--- src/design/rrsp_pkg.sv ---
// Package with shared constants, codes and types for the RESP reply stream parser.
package rrsp_pkg;

   localparam int PENDING_WIDTH_DEFAULT = 32;
   localparam int MAX_INT_CHARS_DEFAULT = 30;
   localparam logic [30:0] ARRAY_RESET_LIMIT = 31'(4 * 1024 * 1024);

   typedef enum logic [3:0] {
      PH_START    = 4'd0,
      PH_TYPE     = 4'd1,
      PH_LINE     = 4'd2,
      PH_NUM_LEAD = 4'd3,
      PH_NUM_DIG  = 4'd4,
      PH_NUM_STOP = 4'd5,
      PH_BULK     = 4'd6,
      PH_BULK_CR  = 4'd7,
      PH_BULK_LF  = 4'd8,
      PH_INLINE   = 4'd9
   } phase_type;

   localparam logic [2:0] T_STATUS = 3'd0;
   localparam logic [2:0] T_ERROR  = 3'd1;
   localparam logic [2:0] T_INT    = 3'd2;
   localparam logic [2:0] T_BULK   = 3'd3;
   localparam logic [2:0] T_NULL   = 3'd4;
   localparam logic [2:0] T_ARRAY  = 3'd5;
   localparam logic [2:0] T_INLINE = 3'd6;

   localparam logic [1:0] EV_HEAD = 2'd0;
   localparam logic [1:0] EV_DATA = 2'd1;
   localparam logic [1:0] EV_END  = 2'd2;
   localparam logic [1:0] EV_ERR  = 2'd3;

   localparam logic [2:0] ERR_TYPE   = 3'd0;
   localparam logic [2:0] ERR_INT    = 3'd1;
   localparam logic [2:0] ERR_LEN    = 3'd2;
   localparam logic [2:0] ERR_CRLF   = 3'd3;
   localparam logic [2:0] ERR_ARRAY  = 3'd4;

   localparam logic [7:0] CH_PLUS  = 8'h2B;
   localparam logic [7:0] CH_MINUS = 8'h2D;
   localparam logic [7:0] CH_COLON = 8'h3A;
   localparam logic [7:0] CH_DOLLAR = 8'h24;
   localparam logic [7:0] CH_STAR  = 8'h2A;
   localparam logic [7:0] CH_CR    = 8'h0D;
   localparam logic [7:0] CH_LF    = 8'h0A;

   localparam logic [63:0] MAG_CAP = 64'h8000_0000_0000_0000;

   // One result event.
   typedef struct packed {
      logic [1:0]  kind;
      logic [2:0]  rtype;
      logic [63:0] value;
      logic [7:0]  pbyte;
      logic        done;
      logic [2:0]  code;
   } event_type;

   function automatic logic is_space(input logic [7:0] b);
      return (b == 8'd32) || (b >= 8'd9 && b <= 8'd13);
   endfunction

   function automatic logic is_alpha(input logic [7:0] b);
      return (b >= 8'd65 && b <= 8'd90) || (b >= 8'd97 && b <= 8'd122);
   endfunction

   function automatic logic is_digit(input logic [7:0] b);
      return b >= 8'd48 && b <= 8'd57;
   endfunction

   function automatic event_type mk_ev(input logic [1:0] k, input logic [2:0] t,
                                       input logic [63:0] v, input logic [7:0] pb,
                                       input logic d, input logic [2:0] c);
      event_type e;
      e.kind = k; e.rtype = t; e.value = v; e.pbyte = pb; e.done = d; e.code = c;
      return e;
   endfunction

endpackage

--- src/design/rrsp_engine.sv ---
// Parser state and per-byte decode: one byte in, up to two events out per step.
module rrsp_engine #(
   parameter int PENDING_WIDTH = rrsp_pkg::PENDING_WIDTH_DEFAULT,
   parameter int MAX_INT_CHARS = rrsp_pkg::MAX_INT_CHARS_DEFAULT
) (
   input  logic                  clock,
   input  logic                  reset,
   input  logic                  step,
   input  logic [7:0]            data_byte,
   input  logic [30:0]           max_array_count,
   output logic [1:0]            ev_count,
   output rrsp_pkg::event_type   ev0,
   output rrsp_pkg::event_type   ev1
);
   import rrsp_pkg::*;

   localparam int LL_W = $clog2(MAX_INT_CHARS + 2);
   localparam logic [LL_W-1:0] LL_MAX = LL_W'(MAX_INT_CHARS);
   localparam logic [PENDING_WIDTH-1:0] PEND_MAX = '1;

   phase_type phase_ff, phase_in;
   logic [2:0]  line_type_ff, line_type_in;
   logic [63:0] acc_ff, acc_in;
   logic        neg_ff, neg_in;
   logic [LL_W-1:0] llen_ff, llen_in;
   logic        fdig_ff, fdig_in;
   logic [30:0] bulk_ff, bulk_in;
   logic [PENDING_WIDTH-1:0] pend_ff, pend_in;
   logic        hcr_ff, hcr_in;
   logic        intok_ff, intok_in;
   logic [31:0] tcnt_ff, tcnt_in;

   always_ff @(posedge clock) begin
      if (reset) begin
         phase_ff <= PH_START;
         line_type_ff <= '0;
         acc_ff <= '0;
         neg_ff <= 1'b0;
         llen_ff <= '0;
         fdig_ff <= 1'b0;
         bulk_ff <= '0;
         pend_ff <= PENDING_WIDTH'(1);
         hcr_ff <= 1'b0;
         intok_ff <= 1'b0;
         tcnt_ff <= '0;
      end else if (step) begin
         phase_ff <= phase_in;
         line_type_ff <= line_type_in;
         acc_ff <= acc_in;
         neg_ff <= neg_in;
         llen_ff <= llen_in;
         fdig_ff <= fdig_in;
         bulk_ff <= bulk_in;
         pend_ff <= pend_in;
         hcr_ff <= hcr_in;
         intok_ff <= intok_in;
         tcnt_ff <= tcnt_in;
      end
   end

   // Decoded number values, from the accumulator, pending count and input byte.
   logic [63:0] int_val;
   logic [63:0] n31;
   logic        n31_neg;
   logic        n31_zero;
   logic [PENDING_WIDTH-1:0] pend_dec;
   logic        pend_last;
   logic [63:0] add_m1;
   logic [64:0] pend_sum;
   logic [63:0] mul10;
   logic [63:0] dig;
   logic        dig_ovf;

   always_comb begin
      int_val = neg_ff ? (64'd0 - acc_ff) : (acc_ff[63] ? (MAG_CAP - 64'd1) : acc_ff);
      if (neg_ff) begin
         n31 = (acc_ff > 64'd2147483648) ? 64'hFFFF_FFFF_8000_0000 : (64'd0 - acc_ff);
      end else begin
         n31 = (acc_ff > 64'd2147483647) ? 64'd2147483647 : acc_ff;
      end
      n31_neg = n31[63];
      n31_zero = (n31 == 64'd0);
      pend_dec = (pend_ff != '0) ? pend_ff - PENDING_WIDTH'(1) : pend_ff;
      pend_last = (pend_dec == '0);
      add_m1 = n31 - 64'd1;
      pend_sum = {{(65 - PENDING_WIDTH){1'b0}}, pend_ff} + {1'b0, add_m1};
      dig = {56'd0, data_byte - 8'd48};
      mul10 = {acc_ff[60:0], 3'b000} + {acc_ff[62:0], 1'b0};
      // Overflow when acc > (2^63 - d) / 10.
      dig_ovf = (acc_ff > 64'd922337203685477580) ||
                (acc_ff == 64'd922337203685477580 && dig > 64'd8);
   end

   // Next state and events.
   always_comb begin
      logic [7:0] b;
      logic       num_path;
      logic       two_chars;
      logic [LL_W-1:0] ll;
      logic [63:0] acc;
      logic       ng;
      logic       fd;
      phase_type  ph;
      logic [63:0] d;
      b = data_byte;
      num_path = 1'b0;
      two_chars = 1'b0;
      ll = llen_ff;
      acc = acc_ff;
      ng = neg_ff;
      fd = fdig_ff;
      ph = phase_ff;
      d = 64'd0;

      phase_in = phase_ff;
      line_type_in = line_type_ff;
      acc_in = acc_ff;
      neg_in = neg_ff;
      llen_in = llen_ff;
      fdig_in = fdig_ff;
      bulk_in = bulk_ff;
      pend_in = pend_ff;
      hcr_in = hcr_ff;
      intok_in = intok_ff;
      tcnt_in = tcnt_ff;
      ev_count = 2'd0;
      ev0 = '0;
      ev1 = '0;

      unique case (phase_ff)
         PH_START, PH_TYPE: begin
            hcr_in = 1'b0;
            if (b == CH_PLUS || b == CH_MINUS) begin
               line_type_in = (b == CH_PLUS) ? T_STATUS : T_ERROR;
               phase_in = PH_LINE;
               ev_count = 2'd1;
               ev0 = mk_ev(EV_HEAD, line_type_in, 64'd0, 8'd0, 1'b0, 3'd0);
            end else if (b == CH_COLON || b == CH_DOLLAR || b == CH_STAR) begin
               line_type_in = (b == CH_COLON) ? T_INT : (b == CH_DOLLAR) ? T_BULK : T_ARRAY;
               phase_in = PH_NUM_LEAD;
               acc_in = '0;
               neg_in = 1'b0;
               llen_in = '0;
               fdig_in = 1'b0;
            end else if (phase_ff == PH_START && (is_alpha(b) || is_space(b))) begin
               // First inline byte: the line counters start from zero.
               intok_in = 1'b0;
               tcnt_in = '0;
               if (b == CH_LF) begin
                  phase_in = PH_START;
                  pend_in = PENDING_WIDTH'(1);
               end else if (is_space(b)) begin
                  phase_in = PH_INLINE;
               end else begin
                  phase_in = PH_INLINE;
                  tcnt_in = 32'd1;
                  intok_in = 1'b1;
                  ev_count = 2'd2;
                  ev0 = mk_ev(EV_HEAD, T_INLINE, 64'd1, 8'd0, 1'b0, 3'd0);
                  ev1 = mk_ev(EV_DATA, T_INLINE, 64'd0, b, 1'b0, 3'd0);
               end
            end else begin
               ev_count = 2'd1;
               ev0 = mk_ev(EV_ERR, 3'd0, 64'd0, 8'd0, 1'b0, ERR_TYPE);
               phase_in = PH_START;
               pend_in = PENDING_WIDTH'(1);
               intok_in = 1'b0;
               tcnt_in = '0;
            end
         end
         PH_LINE, PH_NUM_LEAD, PH_NUM_DIG, PH_NUM_STOP: begin
            if (hcr_ff && b == CH_LF) begin
               hcr_in = 1'b0;
               if (phase_ff == PH_LINE) begin
                  pend_in = pend_dec;
                  ev_count = 2'd1;
                  ev0 = mk_ev(EV_END, line_type_ff, 64'd0, 8'd0, pend_last, 3'd0);
                  phase_in = pend_last ? PH_START : PH_TYPE;
                  if (pend_last) pend_in = PENDING_WIDTH'(1);
               end else if (line_type_ff == T_INT) begin
                  if (llen_ff == '0 || llen_ff > LL_MAX) begin
                     ev_count = 2'd1;
                     ev0 = mk_ev(EV_ERR, 3'd0, 64'd0, 8'd0, 1'b0, ERR_INT);
                     phase_in = PH_START;
                     pend_in = PENDING_WIDTH'(1);
                  end else begin
                     ev_count = 2'd2;
                     ev0 = mk_ev(EV_HEAD, T_INT, int_val, 8'd0, 1'b0, 3'd0);
                     ev1 = mk_ev(EV_END, T_INT, int_val, 8'd0, pend_last, 3'd0);
                     pend_in = pend_last ? PENDING_WIDTH'(1) : pend_dec;
                     phase_in = pend_last ? PH_START : PH_TYPE;
                  end
               end else if (n31_neg) begin
                  ev_count = 2'd2;
                  ev0 = mk_ev(EV_HEAD, T_NULL, n31, 8'd0, 1'b0, 3'd0);
                  ev1 = mk_ev(EV_END, T_NULL, n31, 8'd0, pend_last, 3'd0);
                  pend_in = pend_last ? PENDING_WIDTH'(1) : pend_dec;
                  phase_in = pend_last ? PH_START : PH_TYPE;
               end else if (n31_zero && !fdig_ff) begin
                  ev_count = 2'd1;
                  ev0 = mk_ev(EV_ERR, 3'd0, 64'd0, 8'd0, 1'b0, ERR_LEN);
                  phase_in = PH_START;
                  pend_in = PENDING_WIDTH'(1);
               end else if (line_type_ff == T_BULK) begin
                  acc_in = n31;
                  ev_count = 2'd1;
                  ev0 = mk_ev(EV_HEAD, T_BULK, n31, 8'd0, 1'b0, 3'd0);
                  if (n31_zero) begin
                     phase_in = PH_BULK_CR;
                  end else begin
                     bulk_in = n31[30:0];
                     phase_in = PH_BULK;
                  end
               end else if (n31 > {33'd0, max_array_count}) begin
                  ev_count = 2'd1;
                  ev0 = mk_ev(EV_ERR, 3'd0, 64'd0, 8'd0, 1'b0, ERR_ARRAY);
                  phase_in = PH_START;
                  pend_in = PENDING_WIDTH'(1);
               end else begin
                  ev0 = mk_ev(EV_HEAD, T_ARRAY, n31, 8'd0, 1'b0, 3'd0);
                  if (n31_zero) begin
                     ev_count = 2'd2;
                     ev1 = mk_ev(EV_END, T_ARRAY, 64'd0, 8'd0, pend_last, 3'd0);
                     pend_in = pend_last ? PENDING_WIDTH'(1) : pend_dec;
                     phase_in = pend_last ? PH_START : PH_TYPE;
                  end else begin
                     ev_count = 2'd1;
                     if (pend_sum > {{(65 - PENDING_WIDTH){1'b0}}, PEND_MAX}) begin
                        pend_in = PEND_MAX;
                     end else begin
                        pend_in = pend_sum[PENDING_WIDTH-1:0];
                     end
                     phase_in = PH_TYPE;
                  end
               end
            end else begin
               // Ordinary line characters: a held CR first, then this byte unless CR.
               hcr_in = (b == CH_CR);
               two_chars = hcr_ff && (b != CH_CR);
               if (phase_ff == PH_LINE) begin
                  if (hcr_ff) begin
                     ev0 = mk_ev(EV_DATA, line_type_ff, 64'd0, CH_CR, 1'b0, 3'd0);
                     ev1 = mk_ev(EV_DATA, line_type_ff, 64'd0, b, 1'b0, 3'd0);
                     ev_count = two_chars ? 2'd2 : 2'd1;
                  end else if (b != CH_CR) begin
                     ev_count = 2'd1;
                     ev0 = mk_ev(EV_DATA, line_type_ff, 64'd0, b, 1'b0, 3'd0);
                  end
               end else begin
                  num_path = hcr_ff || (b != CH_CR);
                  // A held CR is no digit; it adds to length and moves scan phases.
                  if (hcr_ff) begin
                     if (ll == '0) fd = 1'b0;
                     if (ll <= LL_MAX) ll = ll + LL_W'(1);
                     if (ph == PH_NUM_LEAD) begin
                        if (!is_space(CH_CR)) ph = PH_NUM_STOP;
                     end else if (ph == PH_NUM_DIG) begin
                        ph = PH_NUM_STOP;
                     end
                  end
                  if (num_path && b != CH_CR) begin
                     if (ll == '0) fd = is_digit(b);
                     if (ll <= LL_MAX) ll = ll + LL_W'(1);
                     if (ph == PH_NUM_LEAD) begin
                        if (is_space(b)) begin
                           ph = PH_NUM_LEAD;
                        end else if (b == CH_PLUS) begin
                           ph = PH_NUM_DIG;
                        end else if (b == CH_MINUS) begin
                           ng = 1'b1;
                           ph = PH_NUM_DIG;
                        end else if (is_digit(b)) begin
                           acc = {56'd0, b - 8'd48};
                           ph = PH_NUM_DIG;
                        end else begin
                           ph = PH_NUM_STOP;
                        end
                     end else if (ph == PH_NUM_DIG) begin
                        if (is_digit(b) && !hcr_ff) begin
                           d = dig;
                           acc = dig_ovf ? MAG_CAP : (mul10 + d);
                        end else begin
                           ph = PH_NUM_STOP;
                        end
                     end
                  end
                  llen_in = ll;
                  fdig_in = fd;
                  acc_in = acc;
                  neg_in = ng;
                  phase_in = ph;
               end
            end
         end
         PH_BULK: begin
            ev_count = 2'd1;
            ev0 = mk_ev(EV_DATA, T_BULK, 64'd0, b, 1'b0, 3'd0);
            bulk_in = (bulk_ff != '0) ? bulk_ff - 31'd1 : bulk_ff;
            if (bulk_in == '0) phase_in = PH_BULK_CR;
         end
         PH_BULK_CR: begin
            if (b == CH_CR) begin
               phase_in = PH_BULK_LF;
            end else begin
               ev_count = 2'd1;
               ev0 = mk_ev(EV_ERR, 3'd0, 64'd0, 8'd0, 1'b0, ERR_CRLF);
               phase_in = PH_START;
               pend_in = PENDING_WIDTH'(1);
               hcr_in = 1'b0;
               intok_in = 1'b0;
               tcnt_in = '0;
            end
         end
         PH_BULK_LF: begin
            ev_count = 2'd1;
            hcr_in = 1'b0;
            if (b == CH_LF) begin
               ev0 = mk_ev(EV_END, T_BULK, acc_ff, 8'd0, pend_last, 3'd0);
               pend_in = pend_last ? PENDING_WIDTH'(1) : pend_dec;
               phase_in = pend_last ? PH_START : PH_TYPE;
               if (pend_last) begin
                  intok_in = 1'b0;
                  tcnt_in = '0;
               end
            end else begin
               ev0 = mk_ev(EV_ERR, 3'd0, 64'd0, 8'd0, 1'b0, ERR_CRLF);
               phase_in = PH_START;
               pend_in = PENDING_WIDTH'(1);
               intok_in = 1'b0;
               tcnt_in = '0;
            end
         end
         PH_INLINE: begin
            if (b == CH_LF) begin
               ev0 = mk_ev(EV_END, T_INLINE, {32'd0, tcnt_ff}, 8'd0,
                           !intok_ff, 3'd0);
               ev1 = mk_ev(EV_END, T_INLINE, {32'd0, tcnt_ff}, 8'd0, 1'b1, 3'd0);
               if (intok_ff) begin
                  ev_count = (tcnt_ff != '0) ? 2'd2 : 2'd1;
               end else begin
                  ev_count = (tcnt_ff != '0) ? 2'd1 : 2'd0;
               end
               phase_in = PH_START;
               pend_in = PENDING_WIDTH'(1);
               hcr_in = 1'b0;
               intok_in = 1'b0;
               tcnt_in = '0;
            end else if (is_space(b)) begin
               if (intok_ff) begin
                  ev_count = 2'd1;
                  ev0 = mk_ev(EV_END, T_INLINE, {32'd0, tcnt_ff}, 8'd0, 1'b0, 3'd0);
               end
               intok_in = 1'b0;
            end else if (!intok_ff) begin
               tcnt_in = (tcnt_ff != 32'hFFFF_FFFF) ? tcnt_ff + 32'd1 : tcnt_ff;
               intok_in = 1'b1;
               ev_count = 2'd2;
               ev0 = mk_ev(EV_HEAD, T_INLINE, {32'd0, tcnt_in}, 8'd0, 1'b0, 3'd0);
               ev1 = mk_ev(EV_DATA, T_INLINE, 64'd0, b, 1'b0, 3'd0);
            end else begin
               ev_count = 2'd1;
               ev0 = mk_ev(EV_DATA, T_INLINE, 64'd0, b, 1'b0, 3'd0);
            end
         end
         default: begin
            phase_in = PH_START;
            pend_in = PENDING_WIDTH'(1);
            hcr_in = 1'b0;
            intok_in = 1'b0;
            tcnt_in = '0;
         end
      endcase
   end

endmodule

--- src/design/rrsp_out_queue.sv ---
// Four-entry result queue: up to two events in per cycle, one out while out_ready.
module rrsp_out_queue (
   input  logic                clock,
   input  logic                reset,
   input  logic [1:0]          push_count,
   input  rrsp_pkg::event_type push0,
   input  rrsp_pkg::event_type push1,
   output logic                space_ok,
   output logic                out_valid,
   input  logic                out_ready,
   output rrsp_pkg::event_type out_ev,
   output logic                out_last
);
   import rrsp_pkg::*;

   event_type  ev_ff [4];
   logic       last_ff [4];
   logic [1:0] rd_ff, rd_in;
   logic [1:0] wr_ff, wr_in;
   logic [2:0] cnt_ff, cnt_in;
   logic       pop;

   assign pop = out_valid && out_ready;
   assign out_valid = (cnt_ff != 3'd0);
   assign out_ev = ev_ff[rd_ff];
   assign out_last = last_ff[rd_ff];
   // Room for two more beats, not counting any pop this cycle.
   assign space_ok = (cnt_ff <= 3'd2);

   always_comb begin
      rd_in = pop ? rd_ff + 2'd1 : rd_ff;
      wr_in = wr_ff + push_count;
      cnt_in = cnt_ff + {1'b0, push_count} - {2'd0, pop};
   end

   always_ff @(posedge clock) begin
      if (reset) begin
         rd_ff <= '0;
         wr_ff <= '0;
         cnt_ff <= '0;
      end else begin
         rd_ff <= rd_in;
         wr_ff <= wr_in;
         cnt_ff <= cnt_in;
      end
   end

   // Payload storage for the queue entries.
   always_ff @(posedge clock) begin
      if (push_count != 2'd0) begin
         ev_ff[wr_ff] <= push0;
         last_ff[wr_ff] <= (push_count == 2'd1);
      end
      if (push_count == 2'd2) begin
         ev_ff[wr_ff + 2'd1] <= push1;
         last_ff[wr_ff + 2'd1] <= 1'b1;
      end
   end

endmodule

--- src/design/resp_reply_stream_parser_core.sv ---
// Top level of the RESP reply stream parser.
// One byte beat is taken per cycle and decoded in the same cycle into up to two event
// beats, which go into a four-entry result queue; a byte is taken whenever the queue
// has room for two more beats, so the rate is one byte per cycle as long as the result
// side drains about as fast as events are made. The event beats of a byte are registered
// in the queue and offered in order behind any beats still waiting there. Since at most
// one beat drains per cycle, a run of two-event bytes slows intake. The array limit
// register is written via csr_wr_en.
module resp_reply_stream_parser_core #(
   parameter int PENDING_WIDTH = rrsp_pkg::PENDING_WIDTH_DEFAULT,
   parameter int MAX_INT_CHARS = rrsp_pkg::MAX_INT_CHARS_DEFAULT
) (
   input  logic        clock,
   input  logic        reset,
   input  logic        req_valid,
   output logic        req_ready,
   input  logic [7:0]  req_data_byte,
   output logic        rsp_valid,
   input  logic        rsp_ready,
   output logic [1:0]  rsp_event_kind,
   output logic [2:0]  rsp_reply_type,
   output logic signed [63:0] rsp_value,
   output logic [7:0]  rsp_payload_byte,
   output logic        rsp_message_done,
   output logic [2:0]  rsp_error_code,
   output logic        rsp_last_of_run,
   input  logic        csr_wr_en,
   input  logic [30:0] csr_wr_data
);
   import rrsp_pkg::*;

   logic [30:0] max_cnt_ff;
   logic        step;
   logic [1:0]  ev_count;
   logic [1:0]  push_count;
   event_type   ev0, ev1, out_ev;

   always_ff @(posedge clock) begin
      if (reset) begin
         max_cnt_ff <= ARRAY_RESET_LIMIT;
      end else if (csr_wr_en) begin
         max_cnt_ff <= csr_wr_data;
      end
   end

   assign step = req_valid && req_ready;
   assign push_count = step ? ev_count : 2'd0;

   rrsp_engine #(
      .PENDING_WIDTH(PENDING_WIDTH),
      .MAX_INT_CHARS(MAX_INT_CHARS)
   ) u_engine (
      .clock(clock), .reset(reset), .step(step), .data_byte(req_data_byte),
      .max_array_count(max_cnt_ff), .ev_count(ev_count), .ev0(ev0), .ev1(ev1)
   );

   rrsp_out_queue u_queue (
      .clock(clock), .reset(reset), .push_count(push_count), .push0(ev0),
      .push1(ev1), .space_ok(req_ready), .out_valid(rsp_valid),
      .out_ready(rsp_ready), .out_ev(out_ev), .out_last(rsp_last_of_run)
   );

   assign rsp_event_kind = out_ev.kind;
   assign rsp_reply_type = out_ev.rtype;
   assign rsp_value = out_ev.value;
   assign rsp_payload_byte = out_ev.pbyte;
   assign rsp_message_done = out_ev.done;
   assign rsp_error_code = out_ev.code;

endmodule
--- config.mk ---
export PLATFORM = sky130hd
export DESIGN_NAME = resp_reply_stream_parser_core
export DESIGN_NICKNAME = d
export VERILOG_FILES = /design/src/design/rrsp_pkg.sv /design/src/design/rrsp_engine.sv /design/src/design/rrsp_out_queue.sv /design/src/design/resp_reply_stream_parser_core.sv
export SDC_FILE = /design/constraint.sdc
export NUM_CORES = 2
export LEC_CHECK = 0
export ABC_AREA = 1
export BUFFER_PORTS_ARGS = -buffer_cell sky130_fd_sc_hd__buf_2
export CAP_MARGIN = 15
export CORE_ASPECT_RATIO = 1.75
export CORE_UTILIZATION = 40
export CTS_CLUSTER_DIAMETER = 80
export DETAILED_ROUTE_END_ITERATION = 10
export MAX_ROUTING_LAYER = met4
export PLACE_DENSITY = 0.66
export SLEW_MARGIN = 10
export SYNTH_ARGS = -nofsm -noshare
export SYNTH_HDL_FRONTEND = slang
export SYNTH_SLANG_ARGS = --single-unit
export TNS_END_PERCENT = 50
--- constraint.sdc ---
create_clock -name clock -period 5.5 [get_ports clock]
set_clock_uncertainty 0.05 [all_clocks]
set_input_delay 0.275 -clock clock [delete_from_list [all_inputs] [get_ports clock]]
set_output_delay 0.275 -clock clock [all_outputs]
set_load 0.05 [all_outputs]
=== Yosys cells after proc, flatten, opt, wreduce, memory -nomap -nowiden ===
Memories as Yosys holds them, arrays and structs flattened. A register that Yosys moved wholly into a read port is not among the register bits.
Cells that the tools add are included.

* Register bits after elaboration: 213
* RAM bits: 328
* Output and inout port bits: 84
* Logic and storage cells: 392
* Memories: 2

* Add/subtract/negate cells: 16
* Order comparisons: 18
* Equal/unequal tests: 61
* Multiplexer cells: 225
* Bitwise logic cells: 2
* Reduce and logical (&&, ||, !) cells: 53

{| class="wikitable"
|+ Memory list
! memory !! depth !! width !! read ports !! clocked after memory_dff !! wr ports !! RTL line !! source
|-
| u_queue.ev_ff || 4 || 81 || 1 || 1 || 2 || rrsp_out_queue.sv:16 || <nowiki>event_type ev_ff [4];</nowiki>
|-
| u_queue.last_ff || 4 || 1 || 1 || 1 || 2 || rrsp_out_queue.sv:17 || <nowiki>logic last_ff [4];</nowiki>
|}

{| class="wikitable"
|+ Operators by type and width
! operator !! count
|-
| $mux W81 || 34
|-
| $mux W64 || 22
|-
| $mux W32 || 29
|-
| $pmux W81 S6 || 1
|-
| $mux W80 || 6
|-
| $mux W31 || 8
|-
| $pmux W81 S3 || 1
|-
| $pmux W32 S6 || 1
|-
| $pmux W32 S5 || 1
|-
| $pmux W64 S2 || 1
|-
| $mux W4 || 31
|-
| $mux W79 || 1
|-
| $add A32 B64 Y65 || 1
|-
| $gt A65 B32 Y1 const B || 1
|-
| $add A64 B64 Y64 || 1
|-
| $add A64 B8 Y64 || 1
|-
| $eq A64 B60 Y1 const B || 1
|-
| $gt A64 B31 Y1 || 1
|-
| $gt A64 B31 Y1 const B || 1
|-
| $gt A64 B32 Y1 const B || 1
|-
| $gt A64 B60 Y1 const B || 1
|-
| $logic_not A64 Y1 || 1
|-
| $reduce_bool A32 Y1 || 2
|-
| $sub A1 B64 Y64 const A || 1
|-
| 74 further kinds || 226
|}

=== Longest topological paths before layout ===
* Depth after elaboration: 17
* Mapped depth: 42
* Depth with buffers taken out: 39

=== By module ===
Synthesis repeated with hierarchy kept, for this count alone.

* Cell total of the unflattened synthesis: 6626
* Area total of the unflattened synthesis: 45874.0 µm²

{| class="wikitable"
|+ By module, submodules not included
! module !! instances !! cells an instance !! area each (µm²) !! sequential area each (µm²)
|-
| rrsp_engine || 1 || 4739 || 27405.0 || 3503.4
|-
| rrsp_out_queue || 1 || 1685 || 17130.2 || 9989.6
|-
| resp_reply_stream_parser_core || 1 || 202 || 1338.8 || 620.6
|}

=== Worst setup path before layout ===
No wires, ideal clock.

* Path type: register to register
* From: reg u_engine.acc_ff[1]
* To: mem u_queue.ev_ff[1][10] (netlist name) (enable)
* Setup time: 787 ps
* Data arrival time: 5205 ps
* Required time: 4663 ps
* Setup slack: -542 ps
* Stages on the path, launching flop included: 35
* Buffers on the path: 3
* Clock period less this slack: 6042 ps
* Cell sequence: dfxtp_1 inv_1 ha_1 nand2_1 nor2_2 nand2_2 nor2_2 nand2_2 nand2_4 buf_6 nand2_1 inv_2 nand2_1 nand2_2 ha_1 a21oi_1 o21ai_0 a21oi_1 o21bai_1 a21oi_1 nand2_1 a21oi_1 nand3_2 nand2_1 nand4_1 nand3_2 nand3_1 nand2_1 nand2_2 nand2_1 nand2_2 buf_6 nand2_2 buf_2 nand2_1

{| class="wikitable"
|+ RTL lines
! element !! RTL line !! source
|-
| from (decl) || rrsp_engine.sv:23 || <nowiki>logic [63:0] acc_ff, acc_in;</nowiki>
|-
| from (signal assigned) || rrsp_engine.sv:49 || <nowiki>acc_ff <= acc_in;</nowiki>
|-
| to (decl) || rrsp_out_queue.sv:16 ||
|}

=== Final worst setup path ===
* From: reg u_engine.acc_ff[0]
* To: reg u_engine.pend_ff[20]

* Cells in the longest elaborated chain, start to end: 16

{| class="wikitable"
|+ RTL lines
! element !! RTL line !! source
|-
| $sub A1 B64 Y64 (tied with other cells) || rrsp_engine.sv:77 || <nowiki>n31 = (acc_ff > 64'd2147483648) ? 64'hFFFF_FFFF_8000_0000 : (64'd0 - acc_ff);</nowiki>
|-
| $mux W64 (on tied branches) || rrsp_engine.sv:77, rrsp_engine.sv:79 ||
|-
| $mux W64 * || rrsp_engine.sv:76 || <nowiki>if (neg_ff) begin</nowiki>
|-
| $sub A64 B1 Y64 || rrsp_engine.sv:85 || <nowiki>add_m1 = n31 - 64'd1;</nowiki>
|-
| $add A32 B64 Y65 || rrsp_engine.sv:86 || <nowiki>pend_sum = {{(65 - PENDING_WIDTH){1'b0}}, pend_ff} + {1'b0, add_m1};</nowiki>
|-
| $gt A65 B32 Y1 || rrsp_engine.sv:228 || <nowiki>if (pend_sum > {{(65 - PENDING_WIDTH){1'b0}}, PEND_MAX}) begin</nowiki>
|-
| $mux W32 || rrsp_engine.sv:228 ||
|-
| $mux W32 || rrsp_engine.sv:221 || <nowiki>if (n31_zero) begin</nowiki>
|-
| $mux W32 || rrsp_engine.sv:214 || <nowiki>end else if (n31 > {33'd0, max_array_count}) begin</nowiki>
|-
| $mux W32 || rrsp_engine.sv:204 || <nowiki>end else if (line_type_ff == T_BULK) begin</nowiki>
|-
| $mux W32 || rrsp_engine.sv:199 || <nowiki>end else if (n31_zero && !fdig_ff) begin</nowiki>
|-
| $mux W32 || rrsp_engine.sv:193 || <nowiki>end else if (n31_neg) begin</nowiki>
|-
| $mux W32 || rrsp_engine.sv:180 || <nowiki>end else if (line_type_ff == T_INT) begin</nowiki>
|-
| $mux W32 || rrsp_engine.sv:174 || <nowiki>if (phase_ff == PH_LINE) begin</nowiki>
|-
| $mux W32 || rrsp_engine.sv:172 || <nowiki>if (hcr_ff && b == CH_LF) begin</nowiki>
|-
| $pmux W32 S6 || rrsp_engine.sv:130 || <nowiki>unique case (phase_ff)</nowiki>
|-
| to (signal assigned) || rrsp_engine.sv:54 || <nowiki>pend_ff <= pend_in;</nowiki>
|-
| to (decl) || rrsp_engine.sv:28 || <nowiki>logic [PENDING_WIDTH-1:0] pend_ff, pend_in;</nowiki>
|}

Mark *: on every way between the ends. The rest lies on a longest branch, timed or not. The select of a mux whose other input is x is not followed.
A chain may end at the register's enable or synchronous reset.

==> metrics.csv <==
stage,metric,value,unit
synthesis,ys_types,61,
outcome,status,completed,
synthesis,syn_avg_cell_area,6.58,µm²
cells_and_area,nNetsFinal,7738,
route,drtIter0Drc,5441,
place,dp_cells,8827,
synthesis,syn-num-nets,7176,
clock_network,cts_root_buf,clkbuf_16,
synthesis,synth_top_area_share,20.6,%
clock_network,htree_levels,2,
critical_path,startpoint_type,flop,
power,ir_worst_vdd,248,µV
global_routing,grt_use_total,39.6,%
critical_path,ff2ff_path_depth,40,
global_routing,grt_pass1_vias,51699,
cells_and_area,fin_cells,9023,
critical_path,slowest_delay,0.34,ns
floorplanning,die_h,449,µm
synthesis,synth.area.top_cells,"edfxtp_1, nand2_1, dfxtp_1",
floorplanning,die_area,115000,µm²
clock_network,clkSlewWorstSetupHoldPaths,0.06,ns
cells_and_area,synthToLayoutAreaGrowth,22.2,%
synthesis,netlist_area,45600,µm²
global_routing,grt_max_degree,73,
floorplanning,initial_utilization,40.4,%
route,wl_per_cell,25.5,µm
route,wirelength,230,mm
cells_and_area,layout_commonest_cell,nand2_1,
critical_path,critPathCaptureType,flop,
synthesis,ys.flop_type,edfxtp_1,
synthesis,ys_seq_area_share,30.7,%
timing,setup_viol,0,
cells_and_area,mostFrequentLayoutCells,"nand2_1, nor2_1, buf_4",
timing,tns,0,ns
synthesis,synth_top_area_cell,edfxtp_1,
place,gp_congestion,1.13,
floorplanning,rows,163,
global_routing,global_route.overflow_total,0,
timing,slew_violations,0,
power,cellLeakagePower,24.6,nW
critical_path,cp_max_fo,6,
route,drcViolationCount,0,
hold_path,min_path_type,in -> reg,
place,hpwl,174,mm
clock_network,cts_tree,done,
synthesis,async_flop_share,0,%
clock_network,cts_buffers,57,
clock_network,clock-sinks,543,
clock_network,clk_path_buf_depth,3,
floorplanning,die_w,257,µm
critical_path,cp_common_cell,nand2_1,
route,first_pass_iters,6,
timing,rsz0062_at_grt,yes,
floorplanning,core_area,113000,µm²
run,cap_violations,0,
place,io_buffer_count,127,
timing,max_slew.worst_pin.slew,1.08,ns
hold_path,hold_depth,2,
route,drt-vias-per-instance,5.98,
timing,finalCriticalPeriod,5.43,ns
synthesis,synth-edff-count,312,
timing,fin_crit_sh,98.6,%
critical_path,crit_required,6.02,ns
timing,fmax,184,MHz
hold_path,min_to,u_engine.bulk_ff[0]$_SDFFE_PP0P_,
critical_path,critPathSlowestCell,nor4_2,
critical_path,rr_endpoint,u_engine.pend_ff[20]$_SDFFE_PP0P_,
global_routing,antenna_found_initial,8,
critical_path,cp_data_arrival_time,5.94,ns
hold_path,hold_start,reset,
power,powerDensity,285,nW/µm²
route,antenna_left,0,
cells_and_area,fill_cells,11548,
route,via_count,53919,
timing,fin_hold_ws,0.00238,ns
timing,final_hold_viol_count,0,
floorplanning,top_level_ports,128,
synthesis,yosys_warnings,0,
critical_path,r2r-start,u_engine.acc_ff[0]$_SDFFE_PP0P_,
synthesis,synth-seq-cells,543,
critical_path,rrSetupSlack,0.07,ns
critical_path,crit_type,reg -> reg,
timing,maxSlewHeadroom,28.1,%
global_routing,grt_pass1_wl,333,mm
synthesis,syn_inst,6925,
clock_network,insertion_delay,0.72,ns
cells_and_area,layout-drive-gt1-share,16.3,%
## where the power goes
group	internal, mW	leakage, nW	switching [mW]
clock	2.22	0.908	1.90
combinational	2.07	18.7	4.90
sequential	4.65	4.95	0.140
## critical path: cells and delay by family, from the launching register on
kind / cells / cell delay (ns)
DFF: 1 / 0.31
AOI/OAI and AO/OA: 2 / 0.24
buffers and inverters: 8 / 1.09
and+or+nand+nor: 26 / 2.78
xor gates and xnor gates: 2 / 0.31
adders and majority gates: 2 / 0.49
## cells in the mapped netlist (12+ instances only)
| cell type | number |
|---|---|
| inv_1 | 637 |
| o221ai_1 | 17 |
| o21a_1 | 26 |
| a211oi_1 | 14 |
| dfxtp_1 | 231 |
| buf_4 | 14 |
| ha_1 | 199 |
| or2_2 | 13 |
| clkinv_1 | 14 |
| o22ai_1 | 135 |
| clkbuf_1 | 290 |
| nand2_2 | 28 |
| a31oi_1 | 80 |
| nor2_1 | 789 |
| nor4_1 | 49 |
| o32ai_1 | 12 |
| a22oi_1 | 31 |
| edfxtp_1 | 312 |
| o21ai_0 | 677 |
| o211ai_1 | 15 |
| a21oi_1 | 547 |
| nor3_1 | 93 |
| xnor2_1 | 52 |
| buf_1 | 15 |
| nand3_1 | 535 |
| buf_2 | 69 |
| o2111ai_1 | 17 |
| o21ai_1 | 143 |
| nand4_1 | 92 |
| xor2_1 | 145 |
| nor2_2 | 17 |
| nand2_1 | 1483 |
## through the flow
stage | instance area (µm²) | util (%) | setup slack, ns | power, mW
floorplan | 45600 | - | -0.502 | 8.75
global placement | 52100 | 46.2 | -0.405 | 11.4
detailed placement | 52100 | 46.2 | -0.398 | 11.5
CTS | 54300 | 48.2 | 0.00830 | 15.5
global route | 55700 | 49.4 | -0.241 | 16.4
finish | 55700 | 49.4 | 0.0748 | 15.9
## final cells by class
type	instances	area (µm²)	area share, %
sequential	543	14000	25.1
timing repair buffer	902	7220	13.0
inverter	660	2490	4.47
antenna	6	15.0	0.0269
tap	1485	1860	3.33
clock inverter	36	395	0.710
clock buffer	68	1480	2.65
multi-input combinational	5323	28200	50.7
## metal layers
layer	track usage, %	vias to the layer above	routed length, µm
li1	-	24739	-
met1	40.4	25172	77500
met2	66.5	2983	111000
met3	6.65	1025	18200
met4	32.6	0	23500
met5	-	-	0
## repair_timing
item	CTS	global route
cloned	0	8
pin swaps	0	84
hold endpoints to repair	33	0
hold buffers	35	0
resized for setup	12	248
endpoints found under the setup margin	557	674
setup buffers	0	42
## cells by family (layout without fill, tap and decap cells)
kind of cell,count (synthesis),count (layout),synth area share [%]
xor gates and xnor gates,197,197,3.79
buffers and inverters,1060,1666,9.20
and+or+nand+nor,3135,3136,29.0
AOI/OAI and AO/OA,1783,1783,21.5
DFF,543,543,30.7
adders and majority gates,207,207,5.81
other,0,6,0
## registers in the layout, summed over array words and instances (netlist names), named ones only
signal,flops
u_queue.ev_ff,324
u_engine.acc_ff,64
u_engine.pend_ff,32
u_engine.tcnt_ff,32
max_cnt_ff,31
u_engine.bulk_ff,31
u_engine.llen_ff,5
u_engine.phase_ff,4
u_queue.last_ff,4
u_engine.line_type_ff,3
u_queue.cnt_ff,3
u_queue.rd_ff,2
u_queue.wr_ff,2
u_engine.fdig_ff,1
u_engine.hcr_ff,1
u_engine.intok_ff,1
u_engine.neg_ff,1
## worst max-delay path by stage
stage / cells after the start / slack (ns) / startpoint / endpoint
after global routing: 40 / -0.24 / u_engine.acc_ff[1]$_SDFFE_PP0P_ / u_engine.pend_ff[7]$_SDFFE_PP0P_
after floorplan: 33 / -0.50 / u_engine.acc_ff[1]$_SDFFE_PP0P_ / u_queue.ev_ff[2][10]$_DFFE_PP_
after global placement: 37 / -0.41 / u_engine.acc_ff[1]$_SDFFE_PP0P_ / u_engine.pend_ff[10]$_SDFFE_PP0P_
after CTS: 35 / 0.008 / u_engine.acc_ff[0]$_SDFFE_PP0P_ / u_engine.pend_ff[9]$_SDFFE_PP0P_
after detailed placement: 37 / -0.40 / u_engine.acc_ff[0]$_SDFFE_PP0P_ / u_engine.pend_ff[16]$_SDFFE_PP0P_
final: 40 / 0.07 / u_engine.acc_ff[0]$_SDFFE_PP0P_ / u_engine.pend_ff[20]$_SDFFE_PP0P_
(Power assumes the default switching activity.)
